==> src/hw/rtl/button_click_detector_top_macros.svh <==
// ---------------------------------------------------------------------------
// button click detector assertion macros
// concurrent check helpers clocked on clk_i with reset rst_ni
// ---------------------------------------------------------------------------
`ifndef BUTTON_CLICK_DETECTOR_TOP_MACROS_SVH
`define BUTTON_CLICK_DETECTOR_TOP_MACROS_SVH

`ifndef SYNTHESIS

// antecedent and consequent in the same cycle
`define BCD_ASSERT_SAME(label, ante, cons) \
  label: assert property (@(posedge clk_i) disable iff (!rst_ni) (ante) |-> (cons)) \
    else $error("button click detector check failed");

// consequent in the cycle after the antecedent
`define BCD_ASSERT_NEXT(label, ante, cons) \
  label: assert property (@(posedge clk_i) disable iff (!rst_ni) (ante) |=> (cons)) \
    else $error("button click detector check failed");

`else

`define BCD_ASSERT_SAME(label, ante, cons)
`define BCD_ASSERT_NEXT(label, ante, cons)

`endif

`endif

==> src/hw/rtl/bcd_pkg.sv <==
// ---------------------------------------------------------------------------
// button click detector package
// state, event and register codes shared by the detector
// ---------------------------------------------------------------------------
package bcd_pkg;

  // width of the stored start time and of the elapsed time
  parameter int unsigned TIME_BITS = 32;
  parameter int unsigned NOW_BITS  = 32;
  parameter int unsigned CFG_BITS  = 16;
  parameter int unsigned CNT_BITS  = 4;

  typedef enum logic [2:0] {
    ST_IDLE    = 3'd0,
    ST_DOWN    = 3'd1,
    ST_UP      = 3'd2,
    ST_COUNT   = 3'd3,
    ST_LONG    = 3'd4,
    ST_LONGEND = 3'd5
  } state_e;

  typedef enum logic [1:0] {
    EV_NONE   = 2'd0,
    EV_SINGLE = 2'd1,
    EV_DOUBLE = 2'd2,
    EV_LONG   = 2'd3
  } event_e;

  typedef enum logic [1:0] {
    REG_DEBOUNCE   = 2'd0,
    REG_LONG_PRESS = 2'd1,
    REG_CLICK_GAP  = 2'd2,
    REG_MAX_CLICKS = 2'd3
  } cfg_reg_e;

  parameter logic [CFG_BITS-1:0] DEBOUNCE_RST   = 16'd50;
  parameter logic [CFG_BITS-1:0] LONG_PRESS_RST = 16'd1000;
  parameter logic [CFG_BITS-1:0] CLICK_GAP_RST  = 16'd400;
  parameter logic [CNT_BITS-1:0] MAX_CLICKS_RST = 4'd2;

  parameter logic [CNT_BITS-1:0] CNT_MAX = 4'd15;
  parameter logic [CNT_BITS-1:0] CNT_ONE = 4'd1;
  parameter logic [CNT_BITS-1:0] CNT_TWO = 4'd2;

endpackage

==> src/hw/rtl/button_click_detector_top.sv <==
// ---------------------------------------------------------------------------
// button click detector top level
// debounced single, double and long press detection on an active low pin
// ---------------------------------------------------------------------------
// path: an accepted request is held in the input register, then its result in the result register
// throughput: 1 request per cycle while out_stall_i is low, the state update between
//   the input register and the result register being combinational
// reset: asynchronous, active low; machine idle, start time and count zero,
//   registers back to debounce 50, long press 1000, click gap 400, max 2
`include "button_click_detector_top_macros.svh"

module button_click_detector_top (
  input  logic                            clk_i,
  input  logic                            rst_ni,
  // request channel
  input  logic                            in_valid_i,
  output logic                            in_stall_o,
  input  logic                            pin_level_i,
  input  logic [bcd_pkg::NOW_BITS-1:0]    now_ms_i,
  // result channel
  output logic                            out_valid_o,
  input  logic                            out_stall_i,
  output logic [1:0]                      event_res_o,
  output logic [2:0]                      fsm_state_o,
  // configuration write port
  input  logic                            cfg_we_i,
  input  logic [1:0]                      cfg_index_i,
  input  logic [bcd_pkg::CFG_BITS-1:0]    cfg_wdata_i
);

  // configuration registers
  logic [bcd_pkg::CFG_BITS-1:0] debounce_q, long_press_q, click_gap_q;
  logic [bcd_pkg::CNT_BITS-1:0] max_clicks_q;

  // input register stage
  logic                          s1_valid_q;
  logic                          s1_pin_q;
  logic [bcd_pkg::TIME_BITS-1:0] s1_now_q;

  // machine state
  bcd_pkg::state_e               cur_q, cur_d;
  bcd_pkg::state_e               prev_q, prev_d;
  logic [bcd_pkg::TIME_BITS-1:0] start_q, start_d;
  logic [bcd_pkg::CNT_BITS-1:0]  count_q, count_d;

  // result register
  logic                          out_valid_q;
  bcd_pkg::event_e               event_q, event_d;
  bcd_pkg::state_e               ostate_q;

  // handshake
  logic out_free;
  logic s1_adv;
  logic in_acc;

  // step terms
  logic                          pressed;
  logic                          released;
  logic [bcd_pkg::TIME_BITS-1:0] elapsed;
  logic                          in_debounce;
  logic                          past_long;
  logic                          past_gap;
  logic                          run_done;

  // result slot frees when empty or taken this cycle
  assign out_free = !out_valid_q || !out_stall_i;
  // the input stage moves on when its item can land in the result slot
  assign s1_adv   = s1_valid_q && out_free;
  // the input stage takes a request when empty or moving on
  assign in_stall_o = s1_valid_q && !out_free;
  assign in_acc     = in_valid_i && !in_stall_o;

  // ---- configuration ----
  always_ff @(posedge clk_i or negedge rst_ni) begin
    if (!rst_ni) begin
      debounce_q   <= bcd_pkg::DEBOUNCE_RST;
      long_press_q <= bcd_pkg::LONG_PRESS_RST;
      click_gap_q  <= bcd_pkg::CLICK_GAP_RST;
      max_clicks_q <= bcd_pkg::MAX_CLICKS_RST;
    end else if (cfg_we_i) begin
      unique case (bcd_pkg::cfg_reg_e'(cfg_index_i))
        bcd_pkg::REG_DEBOUNCE:   debounce_q   <= cfg_wdata_i;
        bcd_pkg::REG_LONG_PRESS: long_press_q <= cfg_wdata_i;
        bcd_pkg::REG_CLICK_GAP:  click_gap_q  <= cfg_wdata_i;
        bcd_pkg::REG_MAX_CLICKS: max_clicks_q <= cfg_wdata_i[bcd_pkg::CNT_BITS-1:0];
        default: ;
      endcase
    end
  end

  // ---- input register ----
  always_ff @(posedge clk_i or negedge rst_ni) begin
    if (!rst_ni) begin
      s1_valid_q <= 1'b0;
    end else if (in_acc) begin
      s1_valid_q <= 1'b1;
    end else if (s1_adv) begin
      s1_valid_q <= 1'b0;
    end
  end

  // payload only, no reset needed
  always_ff @(posedge clk_i) begin
    if (in_acc) begin
      s1_pin_q <= pin_level_i;
      s1_now_q <= bcd_pkg::TIME_BITS'(now_ms_i);
    end
  end

  // ---- step terms ----
  assign pressed  = !s1_pin_q;
  assign released = s1_pin_q;
  // wrapping time since the recorded start
  assign elapsed  = s1_now_q - start_q;

  assign in_debounce = elapsed < bcd_pkg::TIME_BITS'(debounce_q);
  assign past_long   = elapsed > bcd_pkg::TIME_BITS'(long_press_q);
  assign past_gap    = elapsed > bcd_pkg::TIME_BITS'(click_gap_q);
  assign run_done    = past_gap || (count_q == max_clicks_q);

  // ---- next state ----
  // a bounce swaps current and previous state; a run end returns both to
  // idle, and every other move shifts the current state into previous
  always_comb begin
    cur_d   = cur_q;
    prev_d  = prev_q;
    start_d = start_q;
    count_d = count_q;
    unique case (cur_q)
      bcd_pkg::ST_IDLE: begin
        if (pressed) begin
          cur_d   = bcd_pkg::ST_DOWN;
          prev_d  = cur_q;
          start_d = s1_now_q;
          count_d = '0;
        end
      end
      bcd_pkg::ST_DOWN: begin
        if (released && in_debounce) begin
          cur_d  = prev_q;
          prev_d = cur_q;
        end else if (released) begin
          cur_d   = bcd_pkg::ST_UP;
          prev_d  = cur_q;
          start_d = s1_now_q;
        end else if (past_long) begin
          cur_d  = bcd_pkg::ST_LONG;
          prev_d = cur_q;
        end
      end
      bcd_pkg::ST_UP: begin
        if (released && in_debounce) begin
          cur_d  = prev_q;
          prev_d = cur_q;
        end else if (!in_debounce) begin
          // count saturates
          if (count_q != bcd_pkg::CNT_MAX) begin
            count_d = count_q + 1'b1;
          end
          cur_d  = bcd_pkg::ST_COUNT;
          prev_d = cur_q;
        end
      end
      bcd_pkg::ST_COUNT: begin
        if (pressed) begin
          cur_d   = bcd_pkg::ST_DOWN;
          prev_d  = cur_q;
          start_d = s1_now_q;
        end else if (run_done) begin
          // run over, back to a clean idle
          cur_d   = bcd_pkg::ST_IDLE;
          prev_d  = bcd_pkg::ST_IDLE;
          start_d = '0;
          count_d = '0;
        end
      end
      bcd_pkg::ST_LONG: begin
        if (released) begin
          cur_d   = bcd_pkg::ST_LONGEND;
          prev_d  = cur_q;
          start_d = s1_now_q;
        end
      end
      bcd_pkg::ST_LONGEND: begin
        if (pressed && in_debounce) begin
          cur_d  = prev_q;
          prev_d = cur_q;
        end else if (!in_debounce) begin
          cur_d   = bcd_pkg::ST_IDLE;
          prev_d  = bcd_pkg::ST_IDLE;
          start_d = '0;
          count_d = '0;
        end
      end
      default: begin
        // unused codes fall back to idle
        cur_d  = bcd_pkg::ST_IDLE;
        prev_d = cur_q;
      end
    endcase
  end

  // ---- event output ----
  always_comb begin
    event_d = bcd_pkg::EV_NONE;
    unique case (cur_q)
      bcd_pkg::ST_COUNT: begin
        if (!pressed && run_done) begin
          if (count_q == bcd_pkg::CNT_ONE) begin
            event_d = bcd_pkg::EV_SINGLE;
          end else if (count_q == bcd_pkg::CNT_TWO) begin
            event_d = bcd_pkg::EV_DOUBLE;
          end
        end
      end
      bcd_pkg::ST_LONGEND: begin
        if (!(pressed && in_debounce) && !in_debounce) begin
          event_d = bcd_pkg::EV_LONG;
        end
      end
      default: event_d = bcd_pkg::EV_NONE;
    endcase
  end

  // ---- state registers, updated as each item leaves the input stage ----
  always_ff @(posedge clk_i or negedge rst_ni) begin
    if (!rst_ni) begin
      cur_q   <= bcd_pkg::ST_IDLE;
      prev_q  <= bcd_pkg::ST_IDLE;
      start_q <= '0;
      count_q <= '0;
    end else if (s1_adv) begin
      cur_q   <= cur_d;
      prev_q  <= prev_d;
      start_q <= start_d;
      count_q <= count_d;
    end
  end

  // ---- result register ----
  always_ff @(posedge clk_i or negedge rst_ni) begin
    if (!rst_ni) begin
      out_valid_q <= 1'b0;
    end else if (s1_adv) begin
      out_valid_q <= 1'b1;
    end else if (!out_stall_i) begin
      out_valid_q <= 1'b0;
    end
  end

  always_ff @(posedge clk_i) begin
    if (s1_adv) begin
      event_q  <= event_d;
      ostate_q <= cur_d;
    end
  end

  assign out_valid_o = out_valid_q;
  assign event_res_o = event_q;
  assign fsm_state_o = ostate_q;

  // ---- checks ----
  // an event always closes the run, so the reported state is idle
  `BCD_ASSERT_SAME(a_event_idle, out_valid_q && (event_q != bcd_pkg::EV_NONE), ostate_q == bcd_pkg::ST_IDLE)
  // an item leaving the input stage shows up as a result next cycle
  `BCD_ASSERT_NEXT(a_adv_result, s1_adv, out_valid_q)
  // idle with idle history only after reset or a clean run end, so nothing is left over
  `BCD_ASSERT_SAME(a_clean_idle, (cur_q == bcd_pkg::ST_IDLE) && (prev_q == bcd_pkg::ST_IDLE), (count_q == '0) && (start_q == '0))

endmodule
==> config.mk <==
export PLATFORM = sky130hd
export DESIGN_NAME = button_click_detector_top
export DESIGN_NICKNAME = d
export VERILOG_FILES = /design/src/hw/rtl/bcd_pkg.sv /design/src/hw/rtl/button_click_detector_top.sv
export VERILOG_INCLUDE_DIRS = /design/src /design/src/hw/rtl
export SDC_FILE = /design/constraint.sdc
export NUM_CORES = 1
export LEC_CHECK = 0
export ABC_AREA = 1
export BUFFER_PORTS_ARGS = -buffer_cell sky130_fd_sc_hd__buf_2
export CAP_MARGIN = 10
export CORE_UTILIZATION = 30
export DETAILED_ROUTE_END_ITERATION = 16
export GPL_TIMING_DRIVEN = 0
export PLACE_DENSITY = 0.49
export RECOVER_POWER = 50
export SLEW_MARGIN = 5
export SYNTH_ARGS = -nofsm -noshare
export SYNTH_HDL_FRONTEND = slang
export SYNTH_SLANG_ARGS = --single-unit
==> constraint.sdc <==
create_clock -name clk_i -period 4.5 [get_ports clk_i]
set_input_delay 0.675 -clock clk_i [delete_from_list [all_inputs] [get_ports clk_i]]
set_output_delay 0.675 -clock clk_i [all_outputs]
set_load 0.01 [all_outputs]
==> summary.txt, run 1 <==
Run status
  • Status: finished, violations left
  • Violations in the final reports: max-capacitance violations, max-slew violations

Synthesis
  • Post-Syn Area: 9670 um2
  • Commonest cells in the netlist: 470 x nand2_1, 298 x inv_1, 112 x nor2_1, 83 x dfrtp_1
  • Sequential area share after synthesis: 0.368
  • Top-count cell post-synth: nand2_1
  • Synth top area share: 0.215
  • Asr flop ratio synth: 0.716
  • Net Count, Synth: 1544
  • EDFF count, synth: 38
  • Synth Warn #: 0
  • Number of synthesized register bits: 134
  • Post-synth top area cell: dfrtp_1
  • Ranking of synthesized cells by area: dfrtp_1 21%, nand2_1 18%, edfxtp_1 12%
  • Synth unique cells: 39
  • Most used DFF post-synth: dfrtp_1
  • Cells after Synth: 1406
  • Synthesized area per cell: 6.88 um2

Timing
  • Slew margin rel.: -0.491
  • Crit path time final: 4170 ps
  • Worst hold slack: between 400 and 500 ps
  • RSZ-0062 raised after global routing: no
  • Number of setup violations in the final report: 0
  • Final Slew Violations: 99
  • Fmax: around 240 MHz
  • Worst clock skew: 10.7 ps
  • Final WS setup: 326 ps
  • Final Cycle Share: 0.928
  • Count of final hold-check violations: 0
  • Worst-Margin Slew: 2240 ps

Final layout
  • Synthesis-to-finish area growth: 15.8%
  • Fin area: ~11000 um2
  • Final core occ: 0.354
  • FILL cells: about 3400
  • Ant diodes: 0
  • Share of post-route cells with drive strength above 1: 0.0966
  • Final #Nets: roughly 1600

Pwr
  • PnR Total Power: 7.45 mW
  • Static Leak: 6.17 nW
  • PwrDens: 666 nW/um2
  • Worst IR Drop VDD: 0.224 mV

Placement
  • Dpl ws: -4.60 ps
  • Placement Cell Area: between 10000 and 15000 um2
  • Input/output buffers: just over 60
  • Dpl hpwl: between 20 and 25 mm
  • RePlAce Congestion: 0.878

Floorplanning
  • DIE WIDTH: about 180 um
  • Row cnt: 65
  • Initial Util: 0.306
  • Area of the core: 31600 um2
  • Die height: 182 um
  • # IOs: between 60 and 70
  • Die area: approximately 33000 um2

Route
  • Vias: 8540
  • Iteration-0 DRC Markers: 468
  • Detailed-route vias per instance: 4.49
  • Drt pass-1 iters: 5
  • Final WL: ~26 mm
  • ANT nets after route: 0
  • Drt drc: 0
  • Routed len/inst: 13.9 um

Worst setup path
  • R2r setup slk: between 300 and 400 ps
  • Worst Setup SP: start_q[0]
  • Crit path DAT: 4500 ps
  • WS Path Type: register to register
  • Startpoint types: register
  • R2R Path Start: start_q[0]
  • Kind of end point of the critical path: register
  • Worst endpoint required time: 4820 ps
  • Crit path max fanout: 10

Clock tree
  • Hold-fix buffers, CTS: 0
  • Num CTS Buffers: 17
  • Setup bufs post-CTS: 0
  • Post-cts sizing count: 1
  • Clk slew on worst S/H paths: roughly 60 ps
  • H-Tree Depth: 4
  • Clock sink count: between 100 and 150
  • CTS tree: built
  • Worst-Skew Late Latency: roughly 440 ps
  • Clock Root Buffer: clkbuf_16
  • Worst-case clock buffer depth: 2

Global routing
  • Initial antenna violation count: 0
  • Vias in the first global route: 8218
  • Total grt overflow: 0
  • Largest net degree at the start of global routing: 58
  • First-pass GRT wire length: between 40 and 50 mm
  • Gr usage total: 0.169

Flow run
  • Max-cap viol count: 2

Hold path
  • HP Start: now_ms_i[25]
  • Worst hold path type: primary input to register
-- cell usage in the layout, fill, tap and decap left out, types with 17 or more instances in the layout --
| master | count |
|---|---|
| a21oi_1 | 42 |
| buf_2 | 57 |
| clkbuf_1 | 22 |
| clkbuf_16 | 17 |
| dfrtp_1 | 83 |
| edfxtp_1 | 38 |
| ha_1 | 81 |
| inv_1 | 297 |
| nand2_1 | 470 |
| nand3_1 | 81 |
| nand4_1 | 25 |
| nor2_1 | 112 |
| o21ai_0 | 66 |
-- kinds of logic after synthesis --
family	synth area share
compound gates	0.0665
xor+xnor	0.0172
fa+ha+maj	0.107
flops	0.368
simple gates	0.313
buf+inv	0.129
-- where the power goes --
part | leakage, nW | internal, mW | switching [mW]
clock network | 0.314 | 0.988 | 0.571
registers | 1.55 | 1.55 | 0.165
logic | 4.31 | 1.46 | 2.72
-- through the flow --
stage / setup TNS, ps / cells
3_3_place_gp: 0 / 1870
4_1_cts: 0 / 1903
5_1_grt: 0 / 1903
3_5_place_dp: -9.73 / 1871
6_report: 0 / 1903
2_1_floorplan: 0 / 1406
-- layout make-up --
class | count | area (um2) | area share
clock buffer | 17 | 425 | 0.0380
multi-input combinational | 947 | 4930 | 0.440
buffer | 24 | 118 | 0.0105
clock inverter | 15 | 225 | 0.0201
tap | 402 | 503 | 0.0449
sequential | 134 | 3560 | 0.318
timing repair buffer | 63 | 305 | 0.0273
inverter | 301 | 1130 | 0.101
-- layer usage --
| layer | share of wire | routed length (um) | vias to the layer above | track usage |
|---|---|---|---|---|
| met5 | 0 | 0 | - | 0 |
| met4 | 0.011 | 279 | 0 | 0.0417 |
| met3 | 0.027 | 727 | 17 | 0.0271 |
| met2 | 0.46 | 12100 | 117 | 0.273 |
| met1 | 0.51 | 13400 | 3908 | 0.234 |
| li1 | - | - | 4498 | - |
-- worst max-delay path: stages (launching register included) --
cell      delay, ps
dfrtp_1         380
ha_1            270
fa_1            440
inv_1           130
nand2_1          60
nand2_1         120
nand4_1         100
nand3_1         250
xor2_2          170
ha_1            300
nand4_1         120
nor3_1          270
a21oi_2         170
clkbuf_2        230
nand4_1         150
inv_1            60
nor2_2          310
nand3b_4        180
buf_4           220
nand2_1          70
nand2_1          50
-- final timing paths --
check,to,cells past startpoint
max in group asynchronous,start_q[24],2
worst max register to register,start_q[23],20
min in group asynchronous,debounce_q[2],1
worst min register to register,out_valid_o,2
worst max-delay path,start_q[23],20
worst min-delay path,s1_now_q[25],1
-- flip-flops by register name (all words and copies together), names as in the netlist --
register and cells:
s1_now_q 32, start_q 32, click_gap_q 16, debounce_q 16, long_press_q 16, count_q 4, max_clicks_q 4, cur_q 3
fsm_state_o 3, prev_q 3, event_res_o 2, out_valid_o 1, released 1, s1_valid_q 1
No activity file was read; power rests on OpenSTA's default activity.
==> run 2: changes to the inputs <==
Settings changed: CORE_MARGIN set to 2.
==> summary.txt, run 2 (synthesis results as in run 1) <==
Run status
  • Status: finished, violations left
  • Violations in the final reports: max-capacitance violations, max-slew violations

Timing
  • Final Cycle Share: 0.920 (-0.00733)
  • RSZ-0062 raised after global routing: no
  • Slew margin rel.: -1.36 (-0.866)
  • Crit path time final: 4140 ps (-33.0 ps)
  • Fmax: 241 MHz (+0.80%)
  • Worst clock skew: 23.4 ps (+12.7 ps)
  • Final setup TNS: 0 ps (unchanged)
  • Worst-Margin Slew: 3540 ps (+1300 ps)
  • Number of setup violations in the final report: 0 (unchanged)
  • Count of final hold-check violations: 0 (unchanged)
  • Final Slew Violations: 61 (-38%)

Hold path
  • Hold Path Depth: 1 (unchanged)
  • Worst hold path type: primary input to register
  • HP Start: now_ms_i[27]
  • Worst Hold End: s1_now_q[27]

Clock tree
  • Setup bufs post-CTS: 0 (unchanged)
  • H-Tree Depth: 4 (unchanged)
  • Hold-fix buffers, CTS: 0 (unchanged)
  • Worst-Skew Late Latency: 450 ps (about the same)
  • Worst-case clock buffer depth: 2 (unchanged)
  • CTS tree: built
  • Num CTS Buffers: 17 (unchanged)
  • Clock Root Buffer: clkbuf_16
  • Clk slew on worst S/H paths: 60 ps (about the same)
  • Clock sink count: 134 (unchanged)

Route
  • Met3 Wirelength: 1.00 mm (+38%)
  • Final WL: 26.6 mm (+0.52%)
  • Iteration-0 DRC Markers: 483 (+3.2%)
  • Met2 wire len: 12.1 mm (+0.13%)
  • Top layer in use: met4
  • Drt pass-1 iters: 5 (unchanged)
  • Routed len/inst: 14.0 um (+0.52%)
  • M1 WL: 13.1 mm (-2.5%)
  • Detailed-route vias per instance: 4.50 (+0.32%)
  • ANT nets after route: 0 (unchanged)
  • Drt drc: 0 (unchanged)
  • Vias: 8567 (+0.32%)

Final layout
  • Top flop regs: s1_now_q x32, start_q x32
  • Seq. cell area: 3560 um2 (unchanged)
  • Most common cell after layout, fill and taps aside: nand2_1
  • Most frequent cells in the layout: 470 x nand2_1, 297 x inv_1, 112 x nor2_1
  • Ant diodes: 0 (unchanged)
  • Share of post-route cells with drive strength above 1: 0.0959 (-0.000666)
  • Final core occ: 0.352 (-0.00214)
  • FILL cells: 3353 (-0.50%)
  • Synthesis-to-finish area growth: 15.1%
  • Final #Nets: 1626 (unchanged)
  • Multi-input logic area: 4960 um2 (+0.61%)

Floorplanning
  • Initial Util: 0.306 (unchanged)
  • DIE WIDTH: 184 um (+1.1%)
  • Row cnt: 65 (unchanged)
  • Die height: 184 um (+1.1%)
  • Die area: 33700 um2 (+2.2%)
  • # IOs: 63 (unchanged)
  • Area of the core: 31600 um2 (unchanged)

Placement
  • RePlAce Congestion: 0.901 (+2.6%)
  • Input/output buffers: 62 (unchanged)
  • Dpl hpwl: 21.4 mm (+1.2%)

Flow run
  • Max-cap viol count: 1 (-1)

Global routing
  • Gr usage total: 0.166 (-0.00322)
  • First-pass GRT wire length: 43.2 mm (-0.40%)
  • Initial antenna violation count: 0 (unchanged)
  • Largest net degree at the start of global routing: 62 (+6.9%)
  • Vias in the first global route: 8203 (-0.18%)
  • Total grt overflow: 0 (unchanged)

Worst setup path
  • Kind of end point of the critical path: register
  • WS Path Type: register to register
  • Worst reg2reg path endpoint: start_q[24]
  • Crit path DAT: 4520 ps (+20 ps)
  • R2R Path Start: s1_now_q[12]
  • R2r setup slk: 360 ps (+30 ps)
  • R2r worst-path depth: 23 (+15%)
  • Startpoint types: register
  • Crit path max fanout: 10 (unchanged)
  • Worst endpoint required time: 4880 ps (+60 ps)

Pwr
  • Worst IR Drop VDD: 0.196 mV (-13%)
  • PwrDens: 649 nW/um2 (-2.4%)
  • Static Leak: 6.13 nW (-0.71%)
[run 2: cell types whose count changed in the layout (fill, tap and decap cells not counted), moves of 2 or more]
cell | before | now
clkbuf_1 | 22 | 28
clkinv_2 | 2 | 5
bufinv_16 | 5 | 1
clkinv_4 | 1 | 3
inv_6 | 3 | 1
xor2_1 | 9 | 7
buf_2 | 57 | 55
clkbuf_2 | 2 | 0
xor2_2 | 7 | 9
[run 2: per-layer routing]
layer	track usage	vias to the layer above
met4	0.0531	0
met1	0.227	3906
met5	0	-
li1	-	4495
met2	0.265	136
met3	0.0279	30
[run 2: layout make-up]
type / instances / area share
Tap cell: 402 / 0.0452
Clock inverter: 12 / 0.00944
Timing Repair Buffer: 63 / 0.0284
Buffer: 24 / 0.0106
Sequential cell: 134 / 0.320
Clock buffer: 20 / 0.0392
Inverter: 301 / 0.102
Multi-Input combinational cell: 947 / 0.446
[run 2: worst max-delay path by stage]
stage / from / end / slack, ps / cells past startpoint
after CTS: s1_now_q[0] / start_q[23] / 90 / 23
after floorplan: s1_now_q[2] / start_q[0] / 1180 / 23
after global placement: s1_now_q[0] / start_q[23] / 30 / 21
after detailed placement: start_q[0] / start_q[28] / -5 / 20
final: s1_now_q[12] / start_q[24] / 360 / 23
after global routing: s1_now_q[5] / start_q[24] / 1 / 20
[run 2: critical path, stage by stage, from the launching register on]
cell and delay, ps:
edfxtp_1 430, ha_1 460, nand2_1 150, nor2_1 270
nand2_1 80, inv_1 70, nand2_1 50, nand2_1 160
xor2_2 280, ha_1 290, nand2_1 80, inv_1 40
nand3_1 100, inv_1 50, a21oi_1 260, nand2_1 150
a21oi_2 250, nand4_4 160, nor2_4 160, nor2_1 90
nand3b_4 140, buf_4 200, nand2_1 60, nand2_1 60
[run 2: stage by stage]
step                area [um2]  power, mW  hold slack, ps  cells  worst slack [ps]
floorplan                 9670       4.72             379   1406              1180
global placement         10500       5.82             458   1870              34.9
detailed placement       10500       5.86             460   1871             -4.65
CTS                      11100       7.23             362   1903              90.7
global route             11100       8.04             392   1903              1.41
finish                   11100       7.23             398   1903               359
[run 2: what timing repair did]
action,CTS,global route
pin swaps,0,0
resized for setup,1,17
endpoints found under the setup margin,14,41
[run 2: power by group]
| part | switching (mW) | leakage [nW] | total, mW | internal [mW] |
|---|---|---|---|---|
| sequential | 0.167 | 1.55 | 1.72 | 1.55 |
| clock | 0.552 | 0.264 | 1.31 | 0.756 |
| combinational | 2.73 | 4.31 | 4.20 | 1.48 |
